[src/hw/rtl/tscc_pkg.sv]
// ----------------------------------------------------------------------------
// tscc_pkg
// Shared types, constants and helpers of the TS continuity counter checker.
// ----------------------------------------------------------------------------
package tscc_pkg;

   // Counter width of the per-PID and total counts
   localparam int CountWidth = 32;
   // Width of the count fields on the result port
   localparam int OutWidth   = 32;

   localparam int HdrWidth   = 32;
   localparam int PidWidth   = 13;
   localparam int CcWidth    = 4;
   localparam int AfcWidth   = 2;
   localparam int NumPids    = 1 << PidWidth;

   localparam logic [7:0]          SyncByte     = 8'h47;
   localparam logic [PidWidth-1:0] NullPid      = 13'h1FFF;
   localparam logic [AfcWidth-1:0] AfcAdaptOnly = 2'b10;
   localparam logic [AfcWidth-1:0] AfcReserved  = 2'b00;

   // One table entry per PID
   typedef struct packed {
      logic                  seen;
      logic [CcWidth-1:0]    last_cc;
      logic [CountWidth-1:0] pkts;
      logic [CountWidth-1:0] errs;
   } entry_type;

   localparam int EntryWidth = $bits(entry_type);

   // Result of one header
   typedef struct packed {
      logic [PidWidth-1:0] pid_value;
      logic                sync_error;
      logic                null_packet;
      logic                first_seen;
      logic                cc_error;
      logic [OutWidth-1:0] pid_packets;
      logic [OutWidth-1:0] pid_errors;
      logic [OutWidth-1:0] total_error_count;
   } result_type;

   // Saturating increment of a count
   function automatic logic [CountWidth-1:0] sat_inc(input logic [CountWidth-1:0] v);
      sat_inc = (v == {CountWidth{1'b1}}) ? v : v + CountWidth'(1);
   endfunction

endpackage

[src/hw/rtl/tscc_update.sv]
// ----------------------------------------------------------------------------
// tscc_update
// Checks one header against its PID entry and builds the new entry,
// the new total and the result.
// ----------------------------------------------------------------------------
module tscc_update import tscc_pkg::*; (
   input  logic [HdrWidth-1:0]   hdr,
   input  entry_type             entry,
   input  logic [CountWidth-1:0] total,
   output entry_type             entry_new,
   output logic                  entry_wr,
   output logic [CountWidth-1:0] total_new,
   output result_type            result
);

   logic [PidWidth-1:0] pid;
   logic [AfcWidth-1:0] afc;
   logic [CcWidth-1:0]  cc;
   logic                sync_err;
   logic                null_pkt;
   logic                payload;
   logic                mismatch;

   assign pid      = hdr[8 +: PidWidth];
   assign afc      = hdr[4 +: AfcWidth];
   assign cc       = hdr[CcWidth-1:0];
   assign sync_err = hdr[HdrWidth-1 -: 8] != SyncByte;
   assign null_pkt = pid == NullPid;
   assign payload  = (afc != AfcAdaptOnly) && (afc != AfcReserved);
   assign mismatch = cc != (entry.last_cc + CcWidth'(1));

   // Decide the table update
   always_comb begin
      entry_new = entry;
      entry_wr  = 1'b0;
      total_new = total;
      result    = '0;
      result.pid_value = pid;
      priority if (sync_err) begin
         result.sync_error = 1'b1;
      end else if (null_pkt) begin
         result.null_packet = 1'b1;
      end else if (!entry.seen) begin
         entry_wr          = 1'b1;
         entry_new.seen    = 1'b1;
         entry_new.last_cc = cc;
         result.first_seen = 1'b1;
      end else begin
         entry_wr       = 1'b1;
         entry_new.pkts = sat_inc(entry.pkts);
         if (payload) begin
            entry_new.last_cc = cc;
            if (mismatch) begin
               result.cc_error = 1'b1;
               entry_new.errs  = sat_inc(entry.errs);
               total_new       = sat_inc(total);
            end
         end
      end
      if (!sync_err && !null_pkt) begin
         result.pid_packets = OutWidth'(entry_new.pkts);
         result.pid_errors  = OutWidth'(entry_new.errs);
      end
      result.total_error_count = OutWidth'(total_new);
   end

endmodule

[config.mk]
export PLATFORM = sky130hd
export DESIGN_NAME = tscc_update
export DESIGN_NICKNAME = d
export VERILOG_FILES = /design/src/hw/rtl/tscc_pkg.sv /design/src/hw/rtl/tscc_update.sv
export SDC_FILE = /design/constraint.sdc
export NUM_CORES = 1
export LEC_CHECK = 0
export BUFFER_PORTS_ARGS = -buffer_cell sky130_fd_sc_hd__buf_2
export CORE_AREA = 2 2 134 136
export DETAILED_ROUTE_END_ITERATION = 10
export DIE_AREA = 0 0 136 138
export PLACE_DENSITY_LB_ADDON = 0.1
export SLEW_MARGIN = 25
export SYNTH_ARGS = -nofsm -noshare
export SYNTH_HDL_FRONTEND = slang
export SYNTH_SLANG_ARGS = --single-unit
[constraint.sdc]
create_clock -name vclk -period 3.3
set_input_delay 0.66 -clock vclk [all_inputs]
set_output_delay 0.66 -clock vclk [all_outputs]
set_load 0.02 [all_outputs]
==> qor.csv, run 1 <==
metric;value;unit
Yosys Warn Count;0;
placed cells;1263;
sequential cells;0;
crit-path cells;buf_6, nor4b_4, and3_4, o2111ai_4, buf_12, buf_8, buf_12, nor4b_4, xor2_2, buf_4;
Port Buffers;342;
dominant cell type by area after synthesis;xor2_1;
first-pass GRT wire length;29800;microns
initial antenna violation count;1;
largest net degree at the start of global routing;33;
violated checks;negative setup slack;
syn avg cell area;6.45;sq um
CP Class;in -> out;
die extent in x;136;microns
crit end category;output pin;
Final Non-Filler Cells;1278;
number of global-route vias before repair;5639;
CP max FO;5;
Global Route Usage Sum;19.2;%
Die ar.;18800;sq um
die height;138;microns
top post-synthesis cells by area;xor2_1 11%, mux2i_1 9.0%, nand2_1 8.6%, buf_4 8.4%, xnor2_1 7.5%;
critical-path cell with the highest stage delay;nor4b_4;
worst path bufs/invs;5;
PwrDens;73.1;nW/um^2
fin. max-slew vios;0;
worst vdd ir;47.5;uV
IO Pins;348;
Max Clk Rate;300;MHz
CP delay by family, top;simple AND/OR/NAND/NOR gates;
Layout area overhead;95.0;%
Distinct cells, synth;42;
Final WS setup;-0.0348;ns
Setup violations, final;5;
HP Class;in -> out;
RSZ-0062 raised after global routing;true;
via count;6265;
WL final;20600;microns
floorplan row count;49;
count leader, synth;nand2_1;
Slew HR;63.8;%
final hold violation count;0;
LEAKAGE;3.69;nW
Mapped Cells;637;
post-synthesis net count;774;
DR iter-0 viols;222;
post-route ant nets;0;
post-synth top area share;10.7;%
Initial Utilization;23.4;%
Levels on crit path;10;
Max-cap violations;0;
Syn Std Cell Area;4110;sq um
total area of sequential cells;0;sq um
NumNets Final;1187;
vias per cell;4.90;
status;complete, but fails checks;
hold_buf cts;0;
critical path's largest stage delay;0.33;ns
drt wl/cell;16.1;microns
post-DP HPWL;16800;microns
Power, Total;585;uW
Layout clock buffers;0;
Placer Congestion;0.809;
crit path time final;3.33;ns
sequential area share after synthesis;0;%
Min-Delay Path Depth;2;
CP arrival;2.67;ns
WP data required;2.64;ns
Setup TNS;-0.0995;ns
period utilization;101;%
core area;17500;sq um
share of layout cells above drive strength 1;59.2;%
Initial DRT Pass Iterations;4;
Congestion Overflow GR;0;
Post-synth top cells;94 x nand2_1, 50 x xor2_1, 46 x buf_4;
Worst setup SP type;input port;
Worst Tran Pin Value;0.540;ns
DRC;0;
placed cells by master (no fill, tap or decap), types with 5 or more instances in the layout:
master | synthesis | final
o31ai_1 | 9 | 8
buf_6 | 0 | 27
and3_1 | 13 | 12
nor4_4 | 0 | 19
a21oi_2 | 0 | 10
nor3_1 | 36 | 19
inv_1 | 14 | 13
nor2_1 | 26 | 25
xor2_2 | 0 | 25
buf_12 | 0 | 5
mux2_2 | 12 | 10
xor2_1 | 50 | 25
nor3_2 | 0 | 14
nand2_1 | 94 | 93
and4_1 | 12 | 12
nand3_2 | 0 | 6
o21ai_0 | 8 | 7
buf_4 | 46 | 176
a21oi_1 | 15 | 5
nand3_1 | 39 | 33
or4_4 | 2 | 13
buf_2 | 10 | 275
or3_1 | 33 | 30
xnor2_1 | 35 | 31
nor4_1 | 26 | 7
nand4_1 | 38 | 38
mux2i_1 | 37 | 34
and2_1 | 11 | 10
worst paths after layout:
kind  slack, ns     from          end
max       -0.03  hdr[28]   result[17]
min        1.53  hdr[11]  result[103]
area by class of cell:
cell class,count,area (sq um)
Tap cell,229,287
Antenna cell,1,2.50
Fill cell,1873,9530
Multi-Input combinational cell,543,4410
Inverter,15,62.6
Timing Repair Buffer,490,3250
per-stage QoR:
stage                     util, %  cell area, sq um  worst slack, ns  hold WS, ns
after floorplan                 -              4370          -0.0411         1.40
after global placement       39.5              6930           -0.182         1.55
after detailed placement     39.5              6930           -0.168         1.55
after CTS                    40.8              7150          -0.0572         1.55
after global routing         45.7              8010           -0.108         1.54
final                        45.7              8010          -0.0348         1.53
cells by family (layout without fill, tap and decap cells):
family | Yosys count | after routing | synth area share (%)
buffers and inverters | 94 | 505 | 13.1
xor gates and xnor gates | 86 | 86 | 18.7
muxes | 49 | 49 | 12.3
and+or+nand+nor | 360 | 360 | 47.8
adders and majority gates | 4 | 4 | 1.22
AOI/OAI and AO/OA | 44 | 44 | 6.86
other | 0 | 1 | 0
routing by layer:
| layer | share of wire (%) | vias up | global-route usage, % |
|---|---|---|---|
| li1 | - | 3094 | - |
| met1 | 42 | 2923 | 24.8 |
| met2 | 51 | 232 | 34.9 |
| met3 | 6.6 | 16 | 2.53 |
| met4 | 1.3 | 0 | 1.64 |
| met5 | 0 | - | 0 |
repair_timing:
item	in CTS	in global routing
pin swaps	3	44
setup buffers	0	9
gates resized for setup	50	149
gates cloned	0	5
hold endpoints to repair	0	0
endpoints found under the setup margin	102	148
power by group:
part           leakage [nW]  switching, mW  internal [mW]     total, mW
clock            0.00000634              0   0.0000000405  0.0000000405
combinational          3.69          0.345          0.240         0.585
sequential                0              0              0             0
total                  3.69          0.345          0.240         0.585
Power figures use the tool's default switching activity.
==> run 2: changes to the inputs <==
CORE_AREA = 2 2 137 139   (was 2 2 134 136)
DIE_AREA = 0 0 139 141   (was 0 0 136 138)
clock period = 3.21 ns   (was 3.3 ns; I/O delays follow)
==> run 2 against run 1 <==
Clock-buffer cell count unchanged. Setup slack worse by 0.077 ns. Via count grew 2.3%. Critical path depth grew 1. Flip-flop and latch count is the same. Highest routed layer unchanged. The run still ends with negative setup slack left. Core utilization increased by 4.8 points. Sequential share of layout area unchanged. Total power rose by 17%.
==> qor.csv, run 2 (synthesis results as in run 1) <==
metric;value;unit;change
total area of sequential cells;0;sq um;unchanged
Max Clk Rate;301;MHz;
crit-path cells;buf_6, nor4b_4, buf_4, and3_4, o2111ai_4, buf_6, clkbuf_16, buf_6, nor4_4, xnor2_2, buf_4;;
CP Launch Point;hdr[31];;
Global Route Usage Sum;19.8;%;+0.62 points
WL final;22500;microns;+9.6%
critical path's largest stage delay;0.30;ns;-0.03 ns
Initial Utilization;22.5;%;-0.94 points
sequential cells;0;;unchanged
min-delay src;hdr[19];;
die extent in x;139;microns;+2.2%
Die ar.;19600;sq um;+4.4%
Layout area overhead;125;%;
CP Class;in -> out;;
hold_buf cts;0;;unchanged
core area;18300;sq um;+4.2%
CP delay by family, top;buffers and inverters;;
Final WS setup;-0.112;ns;-0.0772 ns
DRC;0;;unchanged
critical-path cell with the highest stage delay;nor4_4;;
Port Buffers;342;;unchanged
most used cell, CP;buf_6;;
Fin Hold WS;1.50;ns;-0.0347 ns
vias per cell;4.82;;-1.7%
floorplan row count;50;;+2.0%
first-pass GRT wire length;32500;microns;+9.0%
DR iter-0 viols;200;;-9.9%
RSZ-0062 raised after global routing;true;;
final hold violation count;0;;unchanged
LEAKAGE;4.21;nW;+14%
Initial DRT Pass Iterations;4;;unchanged
PwrDens;74.4;nW/um^2;+1.8%
Setup violations, final;50;;+45
IO Pins;348;;unchanged
Slew HR;59.9;%;-3.9 points
worst path bufs/invs;6;;+1
number of global-route vias before repair;6213;;+10%
Placer Congestion;0.834;;+3.0%
initial antenna violation count;0;;-1
Layout clock buffers;0;;unchanged
share of layout cells above drive strength 1;64.7;%;+5.6 points
CP max FO;6;;+1
HP Class;in -> out;;
crit path time final;3.32;ns;
status;complete, but fails checks;;
worst vdd ir;56.6;uV;+19%
Congestion Overflow GR;0;;unchanged
Setup TNS;-2.55;ns;-2.45 ns
Worst Tran Pin Value;0.598;ns;+0.0575 ns
Final Non-Filler Cells;1331;;+4.1%
drt wl/cell;16.9;microns;+5.3%
NumNets Final;1236;;+4.1%
Power, Total;686;uW;+17%
CP arrival;2.68;ns;about the same
post-DP HPWL;17500;microns;+3.8%
most common cell after layout, fill and taps aside;buf_4;;
post-route ant nets;0;;unchanged
die height;141;microns;+2.2%
most frequent cells in the layout;235 x buf_4, 212 x buf_2, 87 x nand2_1;;
period utilization;103;%;
fin. max-slew vios;0;;unchanged
violated checks;negative setup slack;;
placed cells;1289;;+2.1%
Worst setup SP type;input port;;
ant diodes;0;;-1
via count;6412;;+2.3%
largest net degree at the start of global routing;31;;-6.1%
crit end category;output pin;;
WP data required;2.57;ns;-0.07 ns
Max-cap violations;0;;unchanged
==> run 2: cell types whose count changed in the layout (fill, tap and decap cells not counted), sizes merged <==
cell	before	now
buf	486	534
clkbuf	4	5
diode	1	0
==> run 2: what timing repair did <==
action,CTS,global route
gates cloned,3,4
pin swaps,60,66
setup endpoints to repair,129,163
buffers inserted,14,25
gates resized for setup,191,197
==> run 2: layout make-up <==
type	instances	area, sq um
tap	234	293
multi-input combinational	543	4870
timing repair buffer	539	4000
inverter	15	60.1
fill	1791	9040
==> run 2: worst paths after layout <==
path,cells after the start,endpoint
setup / recovery,11,result[16]
hold / removal,2,result[111]
==> run 2: where the power goes <==
part           switching, mW  internal, mW
Sequential                 0             0
Clock                      0             0
Combinational          0.379         0.307
==> run 2: through the flow <==
step	setup WS, ns	cell area, sq um	util, %
after global routing	-0.203	9220	50.5
after global placement	-0.194	7170	39.2
after floorplan	-0.0951	4430	-
after detailed placement	-0.192	7170	39.2
after CTS	-0.101	8140	44.6
final	-0.112	9220	50.5
==> run 2: metal layers <==
layer	routed length, microns	up-vias	track usage, %
met5	0	-	0
met4	187	0	1.86
met3	1330	12	2.92
met2	12500	234	39.4
met1	8500	2982	23.1
li1	-	3184	-
