$ cat src/hw/rtl/tscc_ram.sv
// ----------------------------------------------------------------------------
// tscc_ram
// Simple dual-port RAM: one write port, one read port with registered data.
// ----------------------------------------------------------------------------
module tscc_ram #(
   parameter int Width = 8,
   parameter int Depth = 16
) (
   input  logic                     clock,
   input  logic                     wr_en,
   input  logic [$clog2(Depth)-1:0] wr_addr,
   input  logic [Width-1:0]         wr_data,
   input  logic                     rd_en,
   input  logic [$clog2(Depth)-1:0] rd_addr,
   output logic [Width-1:0]         rd_data
);

   logic [Width-1:0] mem_ff [Depth];
   logic [Width-1:0] rd_data_ff;

   // Write and registered read
   always_ff @(posedge clock) begin
      if (wr_en) begin
         mem_ff[wr_addr] <= wr_data;
      end
      if (rd_en) begin
         rd_data_ff <= mem_ff[rd_addr];
      end
   end

   assign rd_data = rd_data_ff;

endmodule

$ cat config.mk
export PLATFORM = sky130hd
export DESIGN_NAME = tscc_ram
export DESIGN_NICKNAME = d
export VERILOG_FILES = /design/src/hw/rtl/tscc_ram.sv
export SDC_FILE = /design/constraint.sdc
export NUM_CORES = 1
export LEC_CHECK = 0
export ABC_AREA = 1
export ABC_CLOCK_PERIOD_IN_PS = 1300
export BUFFER_PORTS_ARGS = -buffer_cell sky130_fd_sc_hd__clkbuf_2
export CAP_MARGIN = 25
export CORE_ASPECT_RATIO = 0.8
export CORE_MARGIN = 5
export CORE_UTILIZATION = 40
export DETAILED_ROUTE_END_ITERATION = 10
export PLACE_DENSITY = 0.61
export SLEW_MARGIN = 5
export SYNTH_ARGS = -nofsm -noshare
export SYNTH_HDL_FRONTEND = slang
export SYNTH_SLANG_ARGS = --single-unit
$ cat constraint.sdc
create_clock -name clock -period 1.3 [get_ports clock]
set_input_delay 0.13 -clock clock [delete_from_list [all_inputs] [get_ports clock]]
set_output_delay 0.13 -clock clock [all_outputs]
set_load 0.01 [all_outputs]
==> run summary, run 1 <==
CTS
----------------------------------------------------------------------------------
Cts bufs inserted                                                               17
Root cell of the clock tree                                           sky130_fd_sc_hd__clkbuf_16
Total setup buffers inserted after CTS                                           0
CTS clk-pin slew, worst paths                                                60 ps
Resize count post-CTS                                                            0
Clock tree sinks                                                               136
Number of H-tree levels                                                          4
Clk Latency, worst-skew pair                                                410 ps
Number of buffers on the longest clock path                                      2
Count of hold-fix buffers inserted at cts                                        0
CTS tree                                                                     built

STA
----------------------------------------------------------------------------------
Setup TNS after final layout                                                  0 ps
Slew HR                                                                      58.8%
Max-slew violation count                                                         0
Min Tclk post-route                                                        1170 ps
Setup repair after global routing missed its margin                          false
Timing-limited maximum frequency                                           857 MHz
Least-Margin Pin Slew                                                       617 ps
Final clock period utilization by the worst path                             89.8%
Clock Skew                                                                 12.6 ps
Final setup violation count                                                      0
Final Hold Fails                                                                 0
Min Hold Slack                                                              106 ps

FLOORPLANNING
----------------------------------------------------------------------------------
Standard-cell row count                                                         39
Chip Height                                                                 118 um
Width of the die                                                            145 um
Area of the core                                                        14300 um^2
Overall die area                                                        17100 um^2
Initial core utilization                                                     40.9%
Number of top-level pins                                                        27

SYNTH
----------------------------------------------------------------------------------
Per-instance average area after synthesis                                10.6 um^2
Flip-flop cell with the highest count after synthesis                 sky130_fd_sc_hd__edfxtp_1
Post-Synthesis Net Count                                                       570
Synthesized netlist cell count                                                 551
Post-synth cell types                                                           11
Main combinational cell family by area after synthesis                simple AND/OR/NAND/NOR gates
Top post-synthesis cells by count                                     173 x sky130_fd_sc_hd__nand2_1, 136 x sky130_fd_sc_hd__edfxtp_1, 100 x sky130_fd_sc_hd__inv_1
Leading cell types by total area after synthesis                      sky130_fd_sc_hd__edfxtp_1 70%, sky130_fd_sc_hd__nand2_1 11%, sky130_fd_sc_hd__nand3_1 8.3%, sky130_fd_sc_hd__inv_1 6.4%, sky130_fd_sc_hd__buf_6 1.2%
Share of the synthesized area in compound gates (AO/OA/AOI/OAI)                 0%
Share of flip-flops with an asynchronous set or reset                           0%
Simple logic cell fraction of the synthesized area                           20.8%
Cell area after technology mapping                                       5850 um^2
Ys Warns                                                                         0
Most common cell in the netlist                                       sky130_fd_sc_hd__nand2_1
Number of flip-flops and latches in the synthesized netlist                    136
Synth Area in XOR/XNOR                                                          0%
Part of the Yosys area used for sequential elements                          69.8%
Fraction of the mapped netlist area in adder cells                              0%
Fraction of post-synthesis cell area in the top cell type by area            69.8%
Number of enable-type register cells in the synthesized netlist                136
Mux share of post-synthesis cell area                                           0%
Cell taking the most area after synthesis                             sky130_fd_sc_hd__edfxtp_1

CELLS AND AREA
----------------------------------------------------------------------------------
Number of nets in the layout                                                   624
Final standard cell area without fillers                                 7000 um^2
Signed area change from the synthesized netlist to the final layout          19.7%
Filler cells                                                                  1279
Final antenna diode count                                                        0
Layout cells sized above 1                                                   14.6%

GRT
----------------------------------------------------------------------------------
Grt total ovfl                                                                   0
Top Usage Layer GRT                                                           met1
Initial antenna violation count                                                  0
Global-route usage over all layers                                           16.5%
Global-route met2 utilization                                                24.1%
Global routing usage on met1                                                 24.3%
First-pass GRT wire length                                                21600 um
Met3 track utilization from global routing                                   4.13%
Via count of the first global-routing pass                                    3830
Pin count of the biggest net entering global routing                            56

DETAILED ROUTING
----------------------------------------------------------------------------------
Via count                                                                     3862
Detailed-route vias per instance                                              4.82
Count of TritonRoute iterations in the first routing pass                        5
Number of nets with antenna violations after detailed routing                    0
Violation count after the first detailed-routing iteration                     275
Remaining DRCs                                                                   0
Average detailed-routed wire length per instance                           16.9 um
Total wire length after detailed routing                                  13600 um

CRITICAL PATH
----------------------------------------------------------------------------------
Worst endpoint data arrival time                                           1330 ps
Kind of critical path                                                   reg -> reg
Crit path launch type                                                    flip-flop
Max Fanout on Critical Path                                                      1
Required time at the worst-slack endpoint                                  1460 ps
Kind of capture point of the worst setup path                            flip-flop

POWER AND IR DROP
----------------------------------------------------------------------------------
Peak supply drop                                                           1.00 mV
Standby leakage power                                                      3.04 nW
PD cells                                                              1540 nW/um^2
Power Total                                                               0.0108 W

MIN PATH
----------------------------------------------------------------------------------
Kind of path behind the tightest hold check                              in -> reg

PLACEMENT
----------------------------------------------------------------------------------
I/O Buffers                                                                     26
Placed Instance Area                                                     6360 um^2
Placed wire-length estimate                                                8410 um
RD Place Congestion                                                          0.787

JOB
----------------------------------------------------------------------------------
Max-capacitance violation count                                                  0

OUTCOME
----------------------------------------------------------------------------------
Run status                                                            complete, no violations

## report_power, final
group	internal [W]	switching, W
sequential	0.00494	0.0000280
clock	0.00338	0.00178
combinational	0.000214	0.000442
## cell type report
| type | instances | area [um^2] | area share, % |
|---|---|---|---|
| clock inverters | 14 | 205 | 2.93 |
| flip-flops and latches | 136 | 4080 | 58.4 |
| inverters | 102 | 383 | 5.47 |
| clock buffers | 18 | 429 | 6.13 |
| repair buffers | 59 | 453 | 6.47 |
| multi-input cells | 289 | 1210 | 17.3 |
| well taps | 184 | 230 | 3.29 |
## per-layer routing
layer  part of all wire, %  vias to the layer above
li1                      -                     1893
met1                    49                     1850
met2                    44                      105
met3                   5.5                       14
met4                   1.4                        0
met5                     0                        -
## cells by family after synthesis
kind of cell	after synthesis
flops	136
buf+inv	126
simple gates	289
## final timing paths
path	end	slack, ps	cells past startpoint	start
max	rd_data[0]	130	6	mem_ff[11][0]
min	rd_data[6]	110	1	rd_en
min reg2reg	rd_data[7]	770	6	mem_ff[15][7]
max reg2reg	rd_data[0]	130	6	mem_ff[11][0]
## critical path, stage by stage (launching register included)
cell and delay, ps:
sky130_fd_sc_hd__edfxtp_1 360, sky130_fd_sc_hd__nand2_1 80, sky130_fd_sc_hd__nand2_1 60, sky130_fd_sc_hd__nand2_1 90
sky130_fd_sc_hd__nand3_1 140, sky130_fd_sc_hd__nand3_1 120, sky130_fd_sc_hd__nand2_1 50
## metrics by stage
stage / utilization (%) / instances / worst slack (ps)
3_3_place_gp: 44.5 / 770 / -127
3_5_place_dp: 44.5 / 770 / -153
4_1_cts: 48.9 / 802 / 132
5_1_grt: 48.9 / 802 / 46.4
6_report: 48.9 / 802 / 133
2_1_floorplan: - / 551 / 219
## flip-flops by register name (all words and copies together), names as in the netlist
| signal | flops |
|---|---|
| rd_data | 8 |
| mem_ff | 128 |
## placed cells by master (no fill, tap or decap), drive strengths merged
| cell type | synthesis | final |
|---|---|---|
| edfxtp | 136 | 136 |
| nor2 | 17 | 17 |
| buf | 24 | 33 |
| clkbuf | 0 | 44 |
| bufinv | 0 | 5 |
| nand3 | 97 | 97 |
| inv | 102 | 102 |
| nand3b | 2 | 2 |
| clkinvlp | 0 | 2 |
| nand2 | 173 | 173 |
| clkinv | 0 | 7 |
(Power assumes the default switching activity.)
==> run 2: changes to the inputs <==
Settings changed: ABC_CLOCK_PERIOD_IN_PS 1300 to 1050, PLACE_DENSITY 0.61 to 0.63.
Clock period 1.3 ns to 1.05 ns, I/O delays scaled along.
==> run summary, run 2 (same netlist as run 1, synthesis figures left out) <==
PLACEMENT
----------------------------------------------------------------------------------
I/O Buffers                                                                     26
Worst-case setup slack after placement                                     -297 ps
Placed wire-length estimate                                                8440 um
Total placed cells including tap cells                                         769
RD Place Congestion                                                          0.844

GRT
----------------------------------------------------------------------------------
Grt total ovfl                                                                   0
Initial antenna violation count                                                  0
Pin count of the biggest net entering global routing                            65
First-pass GRT wire length                                                22100 um
Via count of the first global-routing pass                                    3897
Global-route usage over all layers                                           16.9%

POWER AND IR DROP
----------------------------------------------------------------------------------
Power Total                                                               0.0135 W
Standby leakage power                                                      3.13 nW
Peak supply drop                                                           1.08 mV
PD cells                                                              1850 nW/um^2

CELLS AND AREA
----------------------------------------------------------------------------------
Flip-flop count of the largest register after layout                           128
Register ranked first by flip-flop count                                    mem_ff
Filler cells                                                                  1259
Final core utilization                                                       50.8%
Final antenna diode count                                                        0
Layout cells sized above 1                                                   22.4%
Number of nets in the layout                                                   623
Signed area change from the synthesized netlist to the final layout          24.1%
Cell Count, Final, Fillers Out                                                 801
Leading cell type in the layout, fill and taps excluded               sky130_fd_sc_hd__nand2_1
Highest-count cells in the layout ignoring fill and taps              165 x sky130_fd_sc_hd__nand2_1, 136 x sky130_fd_sc_hd__edfxtp_1, 99 x sky130_fd_sc_hd__inv_1
Flip-flop and latch area                                                 4080 um^2
Area used by multi-input combinational logic                             1460 um^2

CTS
----------------------------------------------------------------------------------
Clock tree sinks                                                               136
Root cell of the clock tree                                           sky130_fd_sc_hd__clkbuf_16
Total setup buffers inserted after CTS                                           0
Clk Latency, worst-skew pair                                                430 ps
Number of buffers on the longest clock path                                      2
Number of H-tree levels                                                          4
CTS clk-pin slew, worst paths                                                60 ps
Count of hold-fix buffers inserted at cts                                        0
CTS tree                                                                     built
Cts bufs inserted                                                               17

STA
----------------------------------------------------------------------------------
Final clock period utilization by the worst path                              105%
Clock Skew                                                                 11.0 ps
Final Hold Fails                                                                 0
Least-Margin Pin Slew                                                       472 ps
Slew HR                                                                      68.5%
Max-slew violation count                                                         0
Final setup violation count                                                     11
Setup slack after layout                                                  -54.4 ps
Timing-limited maximum frequency                                           905 MHz
Setup repair after global routing missed its margin                           true
Min Tclk post-route                                                        1100 ps

DETAILED ROUTING
----------------------------------------------------------------------------------
Length of routed wiring on met1                                            6620 um
Via count                                                                     3900
Detailed-route vias per instance                                              4.87
Total wire length after detailed routing                                  14000 um
Highest metal layer with signal wires                                         met4
Average detailed-routed wire length per instance                           17.5 um
Met3 routed WL                                                             1000 um
Number of nets with antenna violations after detailed routing                    0
Count of TritonRoute iterations in the first routing pass                        5
Remaining DRCs                                                                   0
Met2 Routed Length                                                         6140 um
Violation count after the first detailed-routing iteration                     403

CRITICAL PATH
----------------------------------------------------------------------------------
Max Fanout on Critical Path                                                      1
CP Capture Point                                                        rd_data[0]
Kind of capture point of the worst setup path                            flip-flop
Destination of the worst register-to-register timing path               rd_data[0]
Start of the worst register-to-register path                          mem_ff[9][0]
Crit path launch type                                                    flip-flop
Beginning of the critical path                                        mem_ff[9][0]
Worst endpoint data arrival time                                           1280 ps
Cell depth of the worst flop-to-flop path                                        6
Required time at the worst-slack endpoint                                  1230 ps
Kind of critical path                                                   reg -> reg
Worst reg2reg setup slack                                                   -50 ps

FLOORPLANNING
----------------------------------------------------------------------------------
Chip Height                                                                 118 um
Overall die area                                                        17100 um^2
Initial core utilization                                                     40.9%
Standard-cell row count                                                         39
Width of the die                                                            145 um
Number of top-level pins                                                        27
Area of the core                                                        14300 um^2

JOB
----------------------------------------------------------------------------------
Max-capacitance violation count                                                  0

OUTCOME
----------------------------------------------------------------------------------
Violated checks                                                       setup timing
Run status                                                            finished with violations

MIN PATH
----------------------------------------------------------------------------------
Kind of path behind the tightest hold check                              in -> reg

## run 2: layer usage
layer | global-route usage [%] | vias up
li1 | - | 1890
met1 | 25.6 | 1842
met2 | 23.7 | 148
met3 | 4.55 | 20
met4 | 5.13 | 0
met5 | 0 | -
## run 2: timing repair
action	CTS	global route
setup endpoints to repair	14	16
resized for setup	27	26
pin swaps	11	16
## run 2: through the flow
stage	hold WS (ps)	TNS [ps]	instance area [um^2]
floorplan	204	-374	5850
global placement	526	-4620	6380
detailed placement	524	-6530	6380
CTS	86.4	-302	7150
global route	92.1	-1030	7260
finish	89.9	-294	7260
## run 2: worst min path at each step
stage          startpoint           end  slack [ps]  cells past startpoint
6_report            rd_en    rd_data[2]          90                      1
5_1_grt             rd_en    rd_data[2]          90                      1
3_5_place_dp        rd_en    rd_data[2]         520                      1
4_1_cts             rd_en    rd_data[2]          90                      1
2_1_floorplan  wr_data[0]  mem_ff[0][0]         200                      0
3_3_place_gp        rd_en    rd_data[2]         530                      1
## run 2: worst max-delay path, cell delays in order (launching register included)
cell and delay (ps):
sky130_fd_sc_hd__edfxtp_1 360, sky130_fd_sc_hd__inv_1 60, sky130_fd_sc_hd__nand2_1 60, sky130_fd_sc_hd__nand3_2 100, sky130_fd_sc_hd__nand3_4 110, sky130_fd_sc_hd__nand3_4 100
sky130_fd_sc_hd__nand2_2 60
## run 2: report_power, final
part / internal (W) / leakage (nW) / switching [W]
clock network: 0.00418 / 0.305 / 0.00221
registers: 0.00612 / 1.24 / 0.0000363
logic: 0.000305 / 1.59 / 0.000607
## run 2: final cells by class
type                    count  area share [%]
clock buffers              18            5.91
clock inverters            14            2.83
inverters                 102            5.27
multi-input cells         289            20.1
flip-flops and latches    136            56.3
well taps                 184            3.17
repair buffers             58            6.48
==> run 3: changes to the inputs <==
Settings changed: ABC_CLOCK_PERIOD_IN_PS 1050 to 1100, PLACE_DENSITY 0.63 to 0.61.
Clock period 1.05 ns to 1.1 ns, I/O delays scaled along.
==> run summary, run 3 (same netlist as run 1, synthesis figures left out) <==
OUTCOME
----------------------------------------------------------------------------------
Run status                                                            finished with violations
Violated checks                                                       setup timing

CTS
----------------------------------------------------------------------------------
Count of hold-fix buffers inserted at cts                                        0
CTS tree                                                                     built
Total setup buffers inserted after CTS                                           0
Cts bufs inserted                                                               17
Number of buffers on the longest clock path                                      2
Clock tree sinks                                                               136
CTS clk-pin slew, worst paths                                                60 ps
Root cell of the clock tree                                           sky130_fd_sc_hd__clkbuf_16
Number of H-tree levels                                                          4
Clk Latency, worst-skew pair                                                410 ps

PLACEMENT
----------------------------------------------------------------------------------
RD Place Congestion                                                          0.815
Placed wire-length estimate                                                8530 um
I/O Buffers                                                                     26
Worst-case setup slack after placement                                     -301 ps

FLOORPLANNING
----------------------------------------------------------------------------------
Number of top-level pins                                                        27
Overall die area                                                        17100 um^2
Width of the die                                                            145 um
Area of the core                                                        14300 um^2
Standard-cell row count                                                         39
Initial core utilization                                                     40.9%
Chip Height                                                                 118 um

CRITICAL PATH
----------------------------------------------------------------------------------
Cells along the critical path                                             clkbuf_2
Delay-heaviest family, CP                                               flip-flops
Crit path launch type                                                    flip-flop
Largest stage delay, worst path                                             430 ps
Worst endpoint data arrival time                                           1000 ps
Max Fanout on Critical Path                                                      1
Kind of critical path                                                   reg -> out
Destination of the worst register-to-register timing path               rd_data[6]
Worst reg2reg setup slack                                                   -10 ps
Crit path depth                                                                  1
Cell depth of the worst flop-to-flop path                                        6
Bufs and invs on worst path                                                      1
Beginning of the critical path                                          rd_data[7]
Kind of capture point of the worst setup path                           output pin
Start of the worst register-to-register path                          mem_ff[10][6]
Slowest cell on the critical path                                     sky130_fd_sc_hd__edfxtp_1
CP Capture Point                                                        rd_data[7]
Required time at the worst-slack endpoint                                   990 ps

DETAILED ROUTING
----------------------------------------------------------------------------------
Count of TritonRoute iterations in the first routing pass                        5
Total wire length after detailed routing                                  13600 um
Average detailed-routed wire length per instance                           17.0 um
Via count                                                                     3920
Number of nets with antenna violations after detailed routing                    0
Violation count after the first detailed-routing iteration                     339
Detailed-route vias per instance                                              4.89
Remaining DRCs                                                                   0

CELLS AND AREA
----------------------------------------------------------------------------------
Final core utilization                                                       50.9%
Register ranked first by flip-flop count                                    mem_ff
Layout cells sized above 1                                                   23.9%
Filler cells                                                                  1215
Highest-count cells in the layout ignoring fill and taps              164 x sky130_fd_sc_hd__nand2_1, 136 x sky130_fd_sc_hd__edfxtp_1, 99 x sky130_fd_sc_hd__inv_1
Flip-flop count of the largest register after layout                           128
Signed area change from the synthesized netlist to the final layout          24.5%
Leading cell type in the layout, fill and taps excluded               sky130_fd_sc_hd__nand2_1
Number of nets in the layout                                                   624
Final antenna diode count                                                        0

POWER AND IR DROP
----------------------------------------------------------------------------------
Standby leakage power                                                      3.13 nW
PD cells                                                              1760 nW/um^2
Peak supply drop                                                           1.42 mV

STA
----------------------------------------------------------------------------------
Setup slack after layout                                                  -13.7 ps
Clock Skew                                                                 7.83 ps
Least-Margin Pin Slew                                                       437 ps
Final Hold Fails                                                                 0
Slew HR                                                                      70.9%
Min Tclk post-route                                                        1110 ps
Final setup violation count                                                      2
Timing-limited maximum frequency                                           898 MHz
Setup repair after global routing missed its margin                           true
Final clock period utilization by the worst path                              101%
Max-slew violation count                                                         0

MIN PATH
----------------------------------------------------------------------------------
Hold Path Depth                                                                  1
Kind of path behind the tightest hold check                              in -> reg

GRT
----------------------------------------------------------------------------------
Global-route usage over all layers                                           16.3%
Grt total ovfl                                                                   0
Via count of the first global-routing pass                                    3871
Initial antenna violation count                                                  0
Pin count of the biggest net entering global routing                            59
First-pass GRT wire length                                                21500 um

JOB
----------------------------------------------------------------------------------
Max-capacitance violation count                                                  0

[run 3: changes by cell type in the layout (fill, tap and decap cells not counted)]
cell / change
sky130_fd_sc_hd__buf_12: -2
sky130_fd_sc_hd__buf_4: +3
sky130_fd_sc_hd__clkinv_1: +2
sky130_fd_sc_hd__clkinv_2: -3
sky130_fd_sc_hd__clkinvlp_4: +1
sky130_fd_sc_hd__nand2_1: -1
sky130_fd_sc_hd__nand2_2: +1
sky130_fd_sc_hd__nand3_1: -10
sky130_fd_sc_hd__nand3_2: +12
sky130_fd_sc_hd__nand3_4: -2
[run 3: report_power, final]
group	internal (W)	total, W	switching, W
Combinational	0.000287	0.000868	0.000581
Sequential	0.00584	0.00588	0.0000345
Clock	0.00399	0.00608	0.00209
[run 3: worst min path at each step]
stage / startpoint / end / slack (ps)
2_1_floorplan: wr_data[0] / mem_ff[0][0] / 210
3_3_place_gp: rd_en / rd_data[3] / 510
3_5_place_dp: rd_data[2] / rd_data[2] / 530
4_1_cts: rd_en / rd_data[2] / 100
5_1_grt: rd_en / rd_data[2] / 110
6_report: rd_en / rd_data[2] / 110
[run 3: metal layers]
metal | share of wire [%] | vias to the layer above | global-route usage (%)
li1 | - | 1886 | -
met4 | 1.3 | 0 | 3.67
met1 | 46 | 1858 | 23.7
met5 | 0 | - | 0
met3 | 7.2 | 15 | 4.09
met2 | 46 | 161 | 24.9
[run 3: repair_timing]
| item | 4_1_cts | 5_1_grt |
|---|---|---|
| cloned | 0 | 0 |
| endpoints found under the setup margin | 7 | 10 |
| gates resized for setup | 14 | 48 |
| pin swaps | 0 | 29 |
[run 3: metrics by stage]
stage	area, um^2	power [W]	std cells	hold slack [ps]	TNS (ps)
after floorplan	5850	0.00639	551	209	0
after global placement	6360	0.00675	770	508	-2250
after detailed placement	6360	0.00676	770	535	-2910
after CTS	7070	0.0129	802	97.7	-37.5
after global routing	7280	0.0133	802	111	-223
final	7280	0.0128	802	107	-19.2
[run 3: final cells by class]
cell class | instances | area (um^2) | share of cell area, %
repair buffers | 59 | 453 | 6.22
clock inverters | 14 | 205 | 2.82
multi-input cells | 289 | 1490 | 20.5
inverters | 102 | 383 | 5.26
clock buffers | 18 | 429 | 5.90
well taps | 184 | 230 | 3.16
flip-flops and latches | 136 | 4080 | 56.1
